<file path="src/design/tabulated_cdf_inverse_sampler_macros.svh">
// assertion macros for the tabulated cdf inverse sampler
// used by tabulated_cdf_inverse_sampler.sv; no other dependencies
`ifndef TABULATED_CDF_INVERSE_SAMPLER_MACROS_SVH
`define TABULATED_CDF_INVERSE_SAMPLER_MACROS_SVH
`ifndef SYNTHESIS
// condition holds in the same cycle
`define TCIS_ASSERT_IMPLIES(lbl, clk, rst, ante, cons) \
  lbl: assert property (@(posedge clk) disable iff (rst) (ante) |-> (cons)) \
    else $error("tcis implication check failed");
// condition holds in the next cycle
`define TCIS_ASSERT_NEXT(lbl, clk, rst, ante, cons) \
  lbl: assert property (@(posedge clk) disable iff (rst) (ante) |=> (cons)) \
    else $error("tcis next-cycle check failed");
`else
`define TCIS_ASSERT_IMPLIES(lbl, clk, rst, ante, cons)
`define TCIS_ASSERT_NEXT(lbl, clk, rst, ante, cons)
`endif
`endif

</file>
<file path="src/design/tcis_pkg.sv">
// shared types and constants of the tabulated cdf inverse sampler
// no dependencies
`default_nettype none
package tcis_pkg;

  localparam int GRID_POINTS = 1024;
  localparam int IDX_W = $clog2(GRID_POINTS);
  localparam int CNT_W = IDX_W + 1;
  localparam int CFG_W = 11;
  localparam int CFG_AW = 3;
  localparam logic [CFG_AW-1:0] ADDR_POINTS = 3'd0;

  // shared multiply-divide unit
  localparam int MD_W = 33;
  localparam int MD_SW = 6;
  localparam logic [MD_SW-1:0] MD_LAST = 6'd32;

  // action codes
  localparam logic [1:0] ACT_LOAD = 2'd0;
  localparam logic [1:0] ACT_SAMPLE = 2'd1;
  localparam logic [1:0] ACT_PROB = 2'd2;

  // status codes
  localparam logic [1:0] ST_OK = 2'd0;
  localparam logic [1:0] ST_EMPTY = 2'd1;
  localparam logic [1:0] ST_OUTSIDE = 2'd2;
  localparam logic [1:0] ST_BAD = 2'd3;

  typedef enum logic [3:0] {
    S_IDLE, S_END_LO, S_END_HI, S_END_CAP, S_CLAMP, S_PT_START, S_SRCH, S_SRCH_CMP,
    S_FETCH_LO, S_FETCH_HI, S_FETCH_CAP, S_LERP_SET, S_LERP_RUN, S_PASS_END, S_DONE
  } state_t;

  typedef enum logic [1:0] {P_CMIN, P_CMAX, P_BLEND, P_INV} pass_t;

  typedef enum logic [1:0] {MD_IDLE, MD_MUL, MD_DIV} md_phase_t;

  typedef struct packed {
    logic start;
    logic [MD_W-1:0] a;
    logic [MD_W-1:0] b;
    logic [MD_W-1:0] d;
  } md_req_t;

  typedef struct packed {
    logic busy;
    logic done;
    logic [MD_W-1:0] q;
  } md_rsp_t;

endpackage
`default_nettype wire

</file>
<file path="src/design/tcis_muldiv.sv">
// shared iterative unit: floor(a * b / d) with b <= d
// shift-add multiply then restoring divide; uses tcis_pkg
`default_nettype none
module tcis_muldiv import tcis_pkg::*; (
  input  wire logic clk,
  input  wire logic rst,
  input  wire md_req_t req,
  output md_rsp_t rsp
);

  md_phase_t phase, phase_next;
  logic [MD_SW-1:0] step, step_next;
  logic [2*MD_W-1:0] acc, acc_next;
  logic [MD_W-1:0] mcand, dvs;
  logic done, done_next;

  logic [MD_W:0] psum;
  logic [MD_W:0] trial;
  logic ge;
  logic [MD_W:0] rem;

  // one multiply step and one divide step
  always_comb begin
    psum = {1'b0, acc[2*MD_W-1:MD_W]} + (acc[0] ? {1'b0, mcand} : '0);
    trial = {acc[2*MD_W-1:MD_W], acc[MD_W-1]};
    ge = trial >= {1'b0, dvs};
    rem = ge ? trial - {1'b0, dvs} : trial;
  end

  // sequencer
  always_comb begin
    phase_next = phase;
    step_next = step;
    acc_next = acc;
    done_next = 1'b0;
    case (phase)
      MD_IDLE: begin
        if (req.start) begin
          phase_next = MD_MUL;
          step_next = '0;
          acc_next = {{MD_W{1'b0}}, req.b};
        end
      end
      MD_MUL: begin
        acc_next = {psum, acc[MD_W-1:1]};
        step_next = step + 1'b1;
        if (step == MD_LAST) begin
          phase_next = MD_DIV;
          step_next = '0;
        end
      end
      MD_DIV: begin
        acc_next = {rem[MD_W-1:0], acc[MD_W-2:0], ge};
        step_next = step + 1'b1;
        if (step == MD_LAST) begin
          phase_next = MD_IDLE;
          done_next = 1'b1;
        end
      end
      default: phase_next = MD_IDLE;
    endcase
  end

  always_ff @(posedge clk) begin
    if (rst) begin
      phase <= MD_IDLE;
      done <= 1'b0;
    end else begin
      phase <= phase_next;
      done <= done_next;
    end
    step <= step_next;
    acc <= acc_next;
    if (phase == MD_IDLE && req.start) begin
      mcand <= req.a;
      dvs <= req.d;
    end
  end

  assign rsp.busy = (phase != MD_IDLE);
  assign rsp.done = done;
  assign rsp.q = acc[MD_W-1:0];

endmodule
`default_nettype wire

</file>
<file path="config.mk">
export PLATFORM = sky130hd
export DESIGN_NAME = tcis_muldiv
export DESIGN_NICKNAME = d
export VERILOG_FILES = /design/src/design/tabulated_cdf_inverse_sampler_macros.svh /design/src/design/tcis_pkg.sv /design/src/design/tcis_muldiv.sv
export SDC_FILE = /design/constraint.sdc
export NUM_CORES = 1
export LEC_CHECK = 0
export CORE_MARGIN = 3
export CORE_UTILIZATION = 50
export CTS_CLUSTER_SIZE = 14
export DETAILED_ROUTE_END_ITERATION = 8
export DONT_BUFFER_PORTS = 1
export SYNTH_ARGS = -nofsm -noshare
export SYNTH_HDL_FRONTEND = slang
export SYNTH_SLANG_ARGS = --single-unit
</file>
<file path="constraint.sdc">
create_clock -name clk -period 5 [get_ports clk]
set_input_delay 0.25 -clock clk [delete_from_list [all_inputs] [get_ports clk]]
set_output_delay 0.25 -clock clk [all_outputs]
set_load 0.02 [all_outputs]
</file>
==> metrics.csv, run 1 <==
stage,metric,value,unit
finish,layout cells sized above 1,0.0472,
clocking,clock buffer depth,2,
routing,via count,7661,
global_routing,vias in the first global route,7453,
logic_synthesis,asr flop ratio synth,0,
place,Routability Congestion,0.892,
worst_setup_path,"most used cell, CP",a21oi_1,
worst_setup_path,crit-path max FO,21,
timing,Slew HR,0.301,
timing,Max Fclk,260,MHz
worst_setup_path,critical path cell sequence,and2_1 -> ha_1 -> a2111oi_0 -> a211oi_1 -> o21ai_0 -> a21oi_1 -> o31ai_1 -> a21oi_1 -> a31oi_1 -> xor2_1 -> o22ai_1,
hold_path,hold crit path type,input pin to register,
clocking,Hold Buf Count CTS,67,
clocking,Root Driver,clkbuf_16,
routing,Routed Antenna Nets,0,
logic_synthesis,Syn Inst Count,1014,
die,die area,21500,um2
clocking,CTS tree,yes,
logic_synthesis,Ys Warns,0,
worst_setup_path,WP buf/inv,0,
power,Pwr Density,730,nW/um2
timing,Final period util,0.769,
routing,1st-iter DRT viols,641,
finish,fill count,1677,
clocking,clock-pin slew of the registers on the worst-case setup and hold paths,70,ps
power,VDD IR max,0.467,mV
clocking,setup bufs post-CTS,0,
place,# port buffers,0,
worst_setup_path,Setup crit start kind,register,
logic_synthesis,Mean Syn Cell Area,9.75,um2
logic_synthesis,"Distinct cells, synth",61,
place,hpwl dp,17500,um
clocking,# resized after CTS,0,
worst_setup_path,critical path's top delay family,compound AO/OA/AOI/OAI gates,
clocking,number of clock sinks,141,
finish,nets,1203,
worst_setup_path,required time worst endpoint,5120,ps
worst_setup_path,FF-to-FF path depth,11,
routing,1st-pass router iterations,5,
die,initial core utilization,0.518,
logic_synthesis,#FFs+latches synth,141,
logic_synthesis,"Seq/Total Area, Yosys",0.425,
clocking,H-tree depth,4,
job,max-cap violation count,0,
worst_setup_path,CP Capture Type,register,
die,I/O pins,137,
worst_setup_path,CP peak stage delay,640,ps
routing,DR DRC count,0,
finish,P&R area growth vs syn,12.3,%
global_routing,largest net degree at the start of global routing,56,
die,die extent in y,147,um
clocking,worst-skew pair later-pin latency,420,ps
logic_synthesis,Syn Std Cell Area,9890,um2
die,DIE WIDTH,147,um
status,status,finished clean,
global_routing,Tot GR Track Use,0.225,
timing,RSZ-0062 raised after global routing,false,
timing,final slew viol count,0,
worst_setup_path,critical path class,register to register,
timing,WHS,57.2,ps
timing,Final min period,3850,ps
timing,"Hold Vio Cnt, Final",0,
clocking,Num CTS Buffers,17,
routing,Via-to-Cell Ratio,5.90,
hold_path,WHS Path Cells,2,
logic_synthesis,number of synthesized flops with an enable pin,138,
power,Static Leak,4.51,nW
timing,setup TNS,0,ps
die,total core area,19100,um2
logic_synthesis,syn nets,1191,
worst_setup_path,Critical Path AT,3970,ps
routing,routed wire length,24700,um
timing,Setup Skew,10.1,ps
routing,Routed WL per cell,19.0,um
timing,Worst Max-Slew Pin Slew,1050,ps
die,Rows,50,
worst_setup_path,CP Depth,11,
global_routing,first-pass GRT wire length,39100,um
global_routing,global route total overflow,0,
global_routing,initial antenna violation count,0,
timing,Final setup viols,0,
worst_setup_path,Crit-path slowest cell,edfxtp_1,
logic_synthesis,prevailing post-synth register cell,edfxtp_1,
finish,diode count,0,
## placed cells by master (no fill, tap or decap), types with 24 or more instances in the layout
master	synthesis	final
ha_1	73	72
edfxtp_1	138	138
and2_1	35	34
nor2_1	77	76
a22oi_1	33	33
o21ai_0	33	33
inv_1	60	60
dlygate4sd3_1	0	67
a21oi_1	108	108
a21o_1	31	31
mux2i_1	27	27
nand2_1	60	60
xor2_1	24	24
xnor2_1	37	37
## cell families after synthesis
family                   after synthesis  synth area share
AO/OA/AOI/OAI                        311             0.202
AND/OR/NAND/NOR                      255             0.125
buffers and inverters                144            0.0697
flip-flops                           141             0.425
adder cells (fa/ha/maj)               75            0.0964
XOR/XNOR                              61            0.0540
multiplexers                          27            0.0273
## area by class of cell
class	count	area, um2	area share
multi-input cells	729	5010	0.451
flip-flops and latches	141	4200	0.378
repair buffers	77	746	0.0671
clock buffers	18	429	0.0386
well taps	260	325	0.0293
inverters	60	225	0.0203
clock inverters	14	171	0.0154
## per-stage QoR
| step | instance area (um2) | utilization | instances | setup WS (ps) | total power, W |
|---|---|---|---|---|---|
| final | 11100 | 0.582 | 1299 | 1150 | 0.00811 |
| after global routing | 11100 | 0.582 | 1299 | 861 | 0.00873 |
| after CTS | 11100 | 0.582 | 1299 | 1240 | 0.00809 |
| after detailed placement | 9840 | 0.516 | 1200 | 1250 | 0.00670 |
| after global placement | 9840 | 0.516 | 1200 | 1260 | 0.00672 |
| after floorplan | 9890 | - | 1014 | 609 | 0.00590 |
## worst reg2reg max path: stages (launching register included)
cell and delay [ps]:
edfxtp_1 640, and2_1 260, ha_1 350, a2111oi_0 590
a211oi_1 100, o21ai_0 270, a21oi_1 180, o31ai_1 380
a21oi_1 210, a31oi_1 270, xor2_1 220, o22ai_1 100
## power breakdown
group / switching [W] / internal, W
Combinational: 0.00261 / 0.00168
Clock: 0.000560 / 0.000756
Sequential: 0.000566 / 0.00194
## metal layers
metal	wire length [um]	global-route usage	up-vias
li1	-	-	3738
met1	11600	0.324	3615
met2	10900	0.340	285
met3	1910	0.0602	23
met4	247	0.0517	0
met5	0	0	-
## cells in the mapped netlist (all sizes together), types with 4 or more instances
master	n	area (um2)
a211oi	7	65.1
a21o	31	233
a21oi	108	541
a22oi	33	248
a311oi	4	35.0
a31oi	13	81.3
and2	35	219
and3	7	43.8
and4	4	37.5
buf	40	299
clkbuf	44	165
edfxtp	138	4140
ha	73	913
inv	60	225
mux2i	27	270
nand2	60	225
nand2b	10	62.6
nand3	18	90.1
nand4	12	75.1
nor2	77	289
nor2b	7	43.8
nor3	9	45.0
nor4	4	25.0
o211ai	9	67.6
o21a	6	45.0
o21ai	36	184
o21bai	8	60.1
o221ai	4	35.0
o22ai	21	131
o32ai	4	35.0
or3	6	37.5
xnor2	37	324
xor2	24	210
## path summary, 6_finish.rpt
check                                            from  slack [ps]               endpoint
worst max-delay path                 acc[0]$_DFFE_PP_        1150      acc[63]$_DFFE_PP_
worst min-delay path                          req[43]          60      acc[10]$_DFFE_PP_
worst max register to register       acc[0]$_DFFE_PP_        1150      acc[63]$_DFFE_PP_
worst min register to register  phase[1]$_SDFFE_PP0P_         560  phase[1]$_SDFFE_PP0P_
## registers in the layout (all words and copies together), names as in the netlist
name,cells
acc,66
dvs,33
mcand,33
step,6
phase,2
done,1
Note: power is estimated with default switching activity, not from simulation.
==> run 2: changes to the inputs <==
Settings changed: ABC_AREA set to 1.
Clock period 5 ns to 3.85 ns, I/O delays scaled along.
==> metrics.csv, run 2 <==
stage,metric,value,unit,change
timing,setup TNS,0,ps,unchanged
worst_setup_path,Setup crit start kind,register,,
global_routing,Tot GR Track Use,0.276,,+0.0507
timing,Worst Max-Slew Pin Slew,682,ps,-364 ps
routing,Via-to-Cell Ratio,5.43,,-7.9%
hold_path,Hold Crit Start,req[37],,
logic_synthesis,Syn Std Cell Area,11300,um2,+14%
finish,max reg flops,66,,unchanged
logic_synthesis,cell taking the most area after synthesis,edfxtp_1,,
timing,RSZ-0062 raised after global routing,false,,
routing,DR DRC count,0,,unchanged
logic_synthesis,Mean Syn Cell Area,7.13,um2,-27%
clocking,number of clock sinks,141,,unchanged
logic_synthesis,#FFs+latches synth,141,,unchanged
clocking,clock buffer depth,2,,unchanged
routing,1st-pass router iterations,7,,+2
finish,"commonest non-fill, non-tap cell in the layout",nand2_1,,
finish,diode count,0,,unchanged
power,Static Leak,6.06,nW,+34%
worst_setup_path,"most used cell, CP",nand2_1,,
worst_setup_path,critical path's top delay family,simple AND/OR/NAND/NOR gates,,
power,Total Power,0.0119,W,+47%
global_routing,vias in the first global route,10101,,+36%
timing,Slew HR,0.546,,+0.244
status,status,finished clean,,
finish,Register Area,4200,um2,unchanged
place,# port buffers,0,,unchanged
place,Routability Congestion,0.979,,+9.8%
logic_synthesis,Syn Inst Count,1584,,+56%
clocking,Root Driver,clkbuf_16,,
timing,Setup Skew,12.4,ps,+2.28 ps
logic_synthesis,syn nets,1761,,+48%
routing,1st-iter DRT viols,762,,+19%
finish,P&R area growth vs syn,14.3,%,
finish,"Design Area, Final",12900,um2,+16%
worst_setup_path,critical path cell sequence,nand2_1 -> inv_1 -> ha_1 -> inv_1 -> fa_1 -> inv_1 -> nand2_1 -> o21ai_0 -> nand2_1 -> nand2_1 -> nand2_1 -> nand2_1 -> nand2_1 -> nand2_1 -> nand2_1 -> nand3_1 -> a21oi_1,,
finish,Top Registers,"acc x66, dvs x33, mcand x33",,
logic_synthesis,Synth top cells by count,"nand2_1 (451), inv_1 (241), a21oi_1 (174), nor2_1 (139), edfxtp_1 (138)",,
finish,fill count,2118,,+26%
timing,final slew viol count,0,,unchanged
timing,final worst slack,659,ps,-494 ps
logic_synthesis,"Distinct cells, synth",36,,-41%
worst_setup_path,Worst Setup SP,acc[0]$_DFFE_PP_,,
finish,layout cells sized above 1,0.0478,,+0.000660
finish,Top reg by flops,acc,,
logic_synthesis,share of the synthesized area in the top cell type,0.367,,-0.0522
die,die extent in y,156,um,+6.6%
place,dpl ws,655,ps,-593 ps
finish,"commonest cells after routing, fill and taps aside","nand2_1 (451), inv_1 (239), a21oi_1 (173)",,
global_routing,initial antenna violation count,0,,unchanged
routing,Routed WL per cell,17.5,um,-7.8%
routing,via count,10492,,+37%
finish,multi-input logic area,5750,um2,+15%
finish,post-layout util,0.586,,+0.00418
clocking,H-tree depth,4,,unchanged
worst_setup_path,CP Depth,17,,+6
job,max-cap violation count,0,,unchanged
finish,nets,1816,,+51%
logic_synthesis,asr flop ratio synth,0,,unchanged
die,total core area,22000,um2,+15%
die,initial core utilization,0.513,,-0.00540
worst_setup_path,Crit-path slowest cell,o21ai_0,,
logic_synthesis,prevailing post-synth register cell,edfxtp_1,,
worst_setup_path,required time worst endpoint,4020,ps,-1100 ps
clocking,CTS tree,yes,,
hold_path,WHS Path Cells,2,,unchanged
global_routing,largest net degree at the start of global routing,67,,+20%
logic_synthesis,most frequent cell after synthesis,nand2_1,,
worst_setup_path,Critical Path AT,3360,ps,-610 ps
power,VDD IR max,0.909,mV,+95%
die,DIE WIDTH,156,um,+6.6%
routing,Routed Antenna Nets,0,,unchanged
logic_synthesis,Ys Warns,0,,unchanged
global_routing,global route total overflow,0,,unchanged
logic_synthesis,"Seq/Total Area, Yosys",0.372,,-0.0530
worst_setup_path,FF-to-FF path depth,17,,+6
logic_synthesis,ranking of synthesized cells by area,"edfxtp_1 (37%), nand2_1 (15%), ha_1 (8.1%), inv_1 (8.0%), a21oi_1 (7.7%)",,
global_routing,first-pass GRT wire length,52700,um,+35%
power,Pwr Density,922,nW/um2,+26%
die,I/O pins,137,,unchanged
hold_path,hold crit path type,input pin to register,,
worst_setup_path,WP buf/inv,3,,+3
worst_setup_path,crit-path max FO,5,,-76%
die,die area,24400,um2,+14%
worst_setup_path,CP Capture Type,register,,
clocking,worst-skew pair later-pin latency,440,ps,+20 ps
clocking,clock-pin slew of the registers on the worst-case setup and hold paths,70,ps,about the same
timing,Final min period,3190,ps,-656 ps
clocking,Num CTS Buffers,17,,unchanged
routing,routed wire length,33800,um,+37%
timing,"Hold Vio Cnt, Final",0,,unchanged
timing,Max Fclk,313,MHz,+21%
clocking,setup bufs post-CTS,0,,unchanged
logic_synthesis,number of synthesized flops with an enable pin,138,,unchanged
die,Rows,54,,+8.0%
timing,Final period util,0.829,,+0.0595
worst_setup_path,r2r startpoint,acc[0]$_DFFE_PP_,,
worst_setup_path,CP peak stage delay,520,ps,-120 ps
place,Post-DP Area,11300,um2,+15%
worst_setup_path,critical path class,register to register,,
timing,Final setup viols,0,,unchanged
place,hpwl dp,25900,um,+48%
run 2: layout make-up:
type	instances	share of cell area
Clock buffer	18	0.0332
Sequential cell	141	0.326
Tap cell	280	0.0271
Clock inverter	14	0.0151
Multi-Input combinational cell	1125	0.445
Timing Repair Buffer	109	0.0827
Inverter	245	0.0712
run 2: logic make-up (layout without fill, tap and decap cells):
family | count (synthesis) | in the layout | share of synthesized area
AO/OA/AOI/OAI | 232 | 232 | 0.107
flip-flops | 141 | 141 | 0.372
AND/OR/NAND/NOR | 801 | 801 | 0.303
buffers and inverters | 318 | 386 | 0.121
XOR/XNOR | 17 | 17 | 0.0132
adder cells (fa/ha/maj) | 75 | 75 | 0.0844
run 2: timing repair:
action | 4_1_cts | 5_1_grt
hold endpoints to repair | 97 | 0
hold buffers | 95 | 0
gates resized for setup | 0 | 0
run 2: where the power goes:
part | total (W) | switching, W | internal (W)
combinational | 0.00680 | 0.00457 | 0.00223
sequential | 0.00331 | 0.000761 | 0.00255
clock | 0.00181 | 0.000756 | 0.00105
total | 0.0119 | 0.00609 | 0.00582
run 2: through the flow:
step / hold slack, ps / instances
floorplan: 264 / 1584
global placement: 267 / 1805
detailed placement: 268 / 1805
CTS: 0.661 / 1932
global route: 25.3 / 1932
finish: 10.7 / 1932
run 2: path summary, 6_finish.rpt:
path,slack [ps],to
min reg2reg,570,phase[0]$_SDFFE_PP0P_
min,10,acc[4]$_DFFE_PP_
max,660,acc[62]$_DFFE_PP_
max reg2reg,660,acc[62]$_DFFE_PP_
run 2: layer usage:
metal / wire length [um] / global-route usage
met2: 15300 / 0.448
met1: 15200 / 0.383
met4: 706 / 0.0717
met5: 0 / 0
met3: 2610 / 0.0492
==> run 3: changes to the inputs <==
Clock period 3.85 ns to 3.2 ns, I/O delays scaled along.
==> metrics.csv, run 3 (same netlist as run 2, synthesis figures left out) <==
stage,metric,value,unit,change
die,DIE WIDTH,156,um,unchanged
die,total core area,22000,um2,unchanged
routing,Via-to-Cell Ratio,5.38,,-0.85%
finish,P&R area growth vs syn,14.7,%,
clocking,CTS tree,yes,,
worst_setup_path,crit-path max FO,24,,+19
routing,1st-iter DRT viols,697,,-8.5%
power,Pwr Density,1100,nW/um2,+19%
finish,Top Registers,"acc x66, dvs x33, mcand x33",,
timing,WHS,60.8,ps,+50.1 ps
power,Static Leak,6.08,nW,+0.34%
timing,Worst Max-Slew Pin Slew,653,ps,-29.0 ps
clocking,H-tree depth,4,,unchanged
routing,Routed WL per cell,17.3,um,-1.5%
finish,layout cells sized above 1,0.0500,,+0.00218
timing,final slew viol count,0,,unchanged
timing,Slew HR,0.564,,+0.0187
timing,Final setup viols,0,,unchanged
clocking,Root Driver,clkbuf_16,,
timing,RSZ-0062 raised after global routing,false,,
finish,max reg flops,66,,unchanged
worst_setup_path,CP Capture Type,register,,
global_routing,Tot GR Track Use,0.275,,-0.00105
status,status,finished clean,,
power,VDD IR max,1.00,mV,+10%
finish,multi-input logic area,5750,um2,unchanged
finish,Register Area,4200,um2,unchanged
place,Cells after DPL,1809,,+0.22%
timing,setup TNS,0,ps,unchanged
worst_setup_path,Critical Path AT,3010,ps,-350 ps
place,# port buffers,0,,unchanged
die,initial core utilization,0.513,,unchanged
worst_setup_path,critical path class,register to register,,
finish,fill count,2081,,-1.7%
die,die area,24400,um2,unchanged
worst_setup_path,required time worst endpoint,3380,ps,-640 ps
timing,Final period util,0.885,,+0.0560
worst_setup_path,r2r startpoint,acc[0]$_DFFE_PP_,,
die,die extent in y,156,um,unchanged
hold_path,hold crit path type,input pin to register,,
routing,DR DRC count,0,,unchanged
place,Routability Congestion,0.973,,-0.62%
job,max-cap violation count,0,,unchanged
finish,"commonest cells after routing, fill and taps aside","nand2_1 (451), inv_1 (239), a21oi_1 (173)",,
clocking,clock buffer depth,2,,unchanged
routing,Routed Antenna Nets,0,,unchanged
timing,Final min period,2830,ps,-359 ps
worst_setup_path,Setup crit start kind,register,,
finish,nets,1824,,+0.44%
place,dpl ws,446,ps,-209 ps
timing,Setup Skew,15.7,ps,+3.33 ps
global_routing,vias in the first global route,10014,,-0.86%
global_routing,first-pass GRT wire length,52500,um,-0.31%
clocking,worst-skew pair later-pin latency,440,ps,about the same
die,I/O pins,137,,unchanged
timing,"Hold Vio Cnt, Final",0,,unchanged
clocking,Num CTS Buffers,17,,unchanged
clocking,# resized after CTS,0,,unchanged
finish,Top reg by flops,acc,,
clocking,number of clock sinks,141,,unchanged
finish,diode count,0,,unchanged
routing,via count,10446,,-0.44%
clocking,clock-pin slew of the registers on the worst-case setup and hold paths,70,ps,about the same
finish,post-layout util,0.588,,+0.00210
routing,1st-pass router iterations,5,,-2
finish,"commonest non-fill, non-tap cell in the layout",nand2_1,,
hold_path,Hold Crit Start,req[65],,
place,hpwl dp,25800,um,-0.40%
timing,Max Fclk,353,MHz,+13%
global_routing,largest net degree at the start of global routing,40,,-40%
worst_setup_path,Worst Setup SP,acc[0]$_DFFE_PP_,,
die,Rows,54,,unchanged
timing,final worst slack,368,ps,-291 ps
finish,final cell count without fillers,1940,,+0.41%
global_routing,global route total overflow,0,,unchanged
routing,routed wire length,33500,um,-1.0%
global_routing,initial antenna violation count,0,,unchanged
## run 3: cell count changes in the layout (fill, tap and decap cells not counted)
cell | before | now
bufinv_16 | 3 | 2
dlygate4sd3_1 | 95 | 99
clkinv_4 | 1 | 0
clkinvlp_4 | 1 | 3
buf_4 | 13 | 17
## run 3: final cells by class
cell class                      instances  share of cell area
Multi-Input combinational cell       1125               0.443
Sequential cell                       141               0.324
Timing Repair Buffer                  117              0.0878
Inverter                              245              0.0710
Clock buffer                           18              0.0331
Tap cell                              280              0.0270
Clock inverter                         14              0.0132
## run 3: worst paths after layout
path	slack [ps]	cells past startpoint	endpoint
max	370	14	acc[58]$_DFFE_PP_
min	60	2	acc[32]$_DFFE_PP_
max reg2reg	370	14	acc[58]$_DFFE_PP_
min reg2reg	570	2	phase[1]$_SDFFE_PP0P_
## run 3: critical path, cell delays in order (launching register included)
cell and delay, ps:
edfxtp_1 410, buf_4 260, nand2_1 90, inv_1 40
ha_1 350, nand2_1 150, nor2_1 160, inv_1 120
nor2_1 320, and3_1 270, nand2_1 120, nand3_1 80
nand2_1 50, nand3_1 90, a21oi_1 70
## run 3: metal layers
metal / wire length, um / track usage
met4: 953 / 0.0930
met3: 2130 / 0.0478
met2: 15100 / 0.438
met1: 15200 / 0.380
met5: 0 / 0
## run 3: per-stage QoR
stage | total power (W) | cell area, um2
2_1_floorplan | 0.0100 | 11300
3_3_place_gp | 0.0120 | 11400
3_5_place_dp | 0.0120 | 11400
4_1_cts | 0.0142 | 13000
5_1_grt | 0.0155 | 13000
6_report | 0.0142 | 13000
## run 3: report_power, final
group | internal (W) | leakage (nW) | switching (W)
combinational | 0.00273 | 4.39 | 0.00551
sequential | 0.00307 | 1.40 | 0.000880
clock | 0.00118 | 0.286 | 0.000890
total | 0.00697 | 6.08 | 0.00728
## run 3: timing repair
action                     in CTS  in global routing
hold buffers                   99                  0
hold endpoints to repair      101                  0
setup endpoints to repair       0                  0
buffers inserted                0                  0
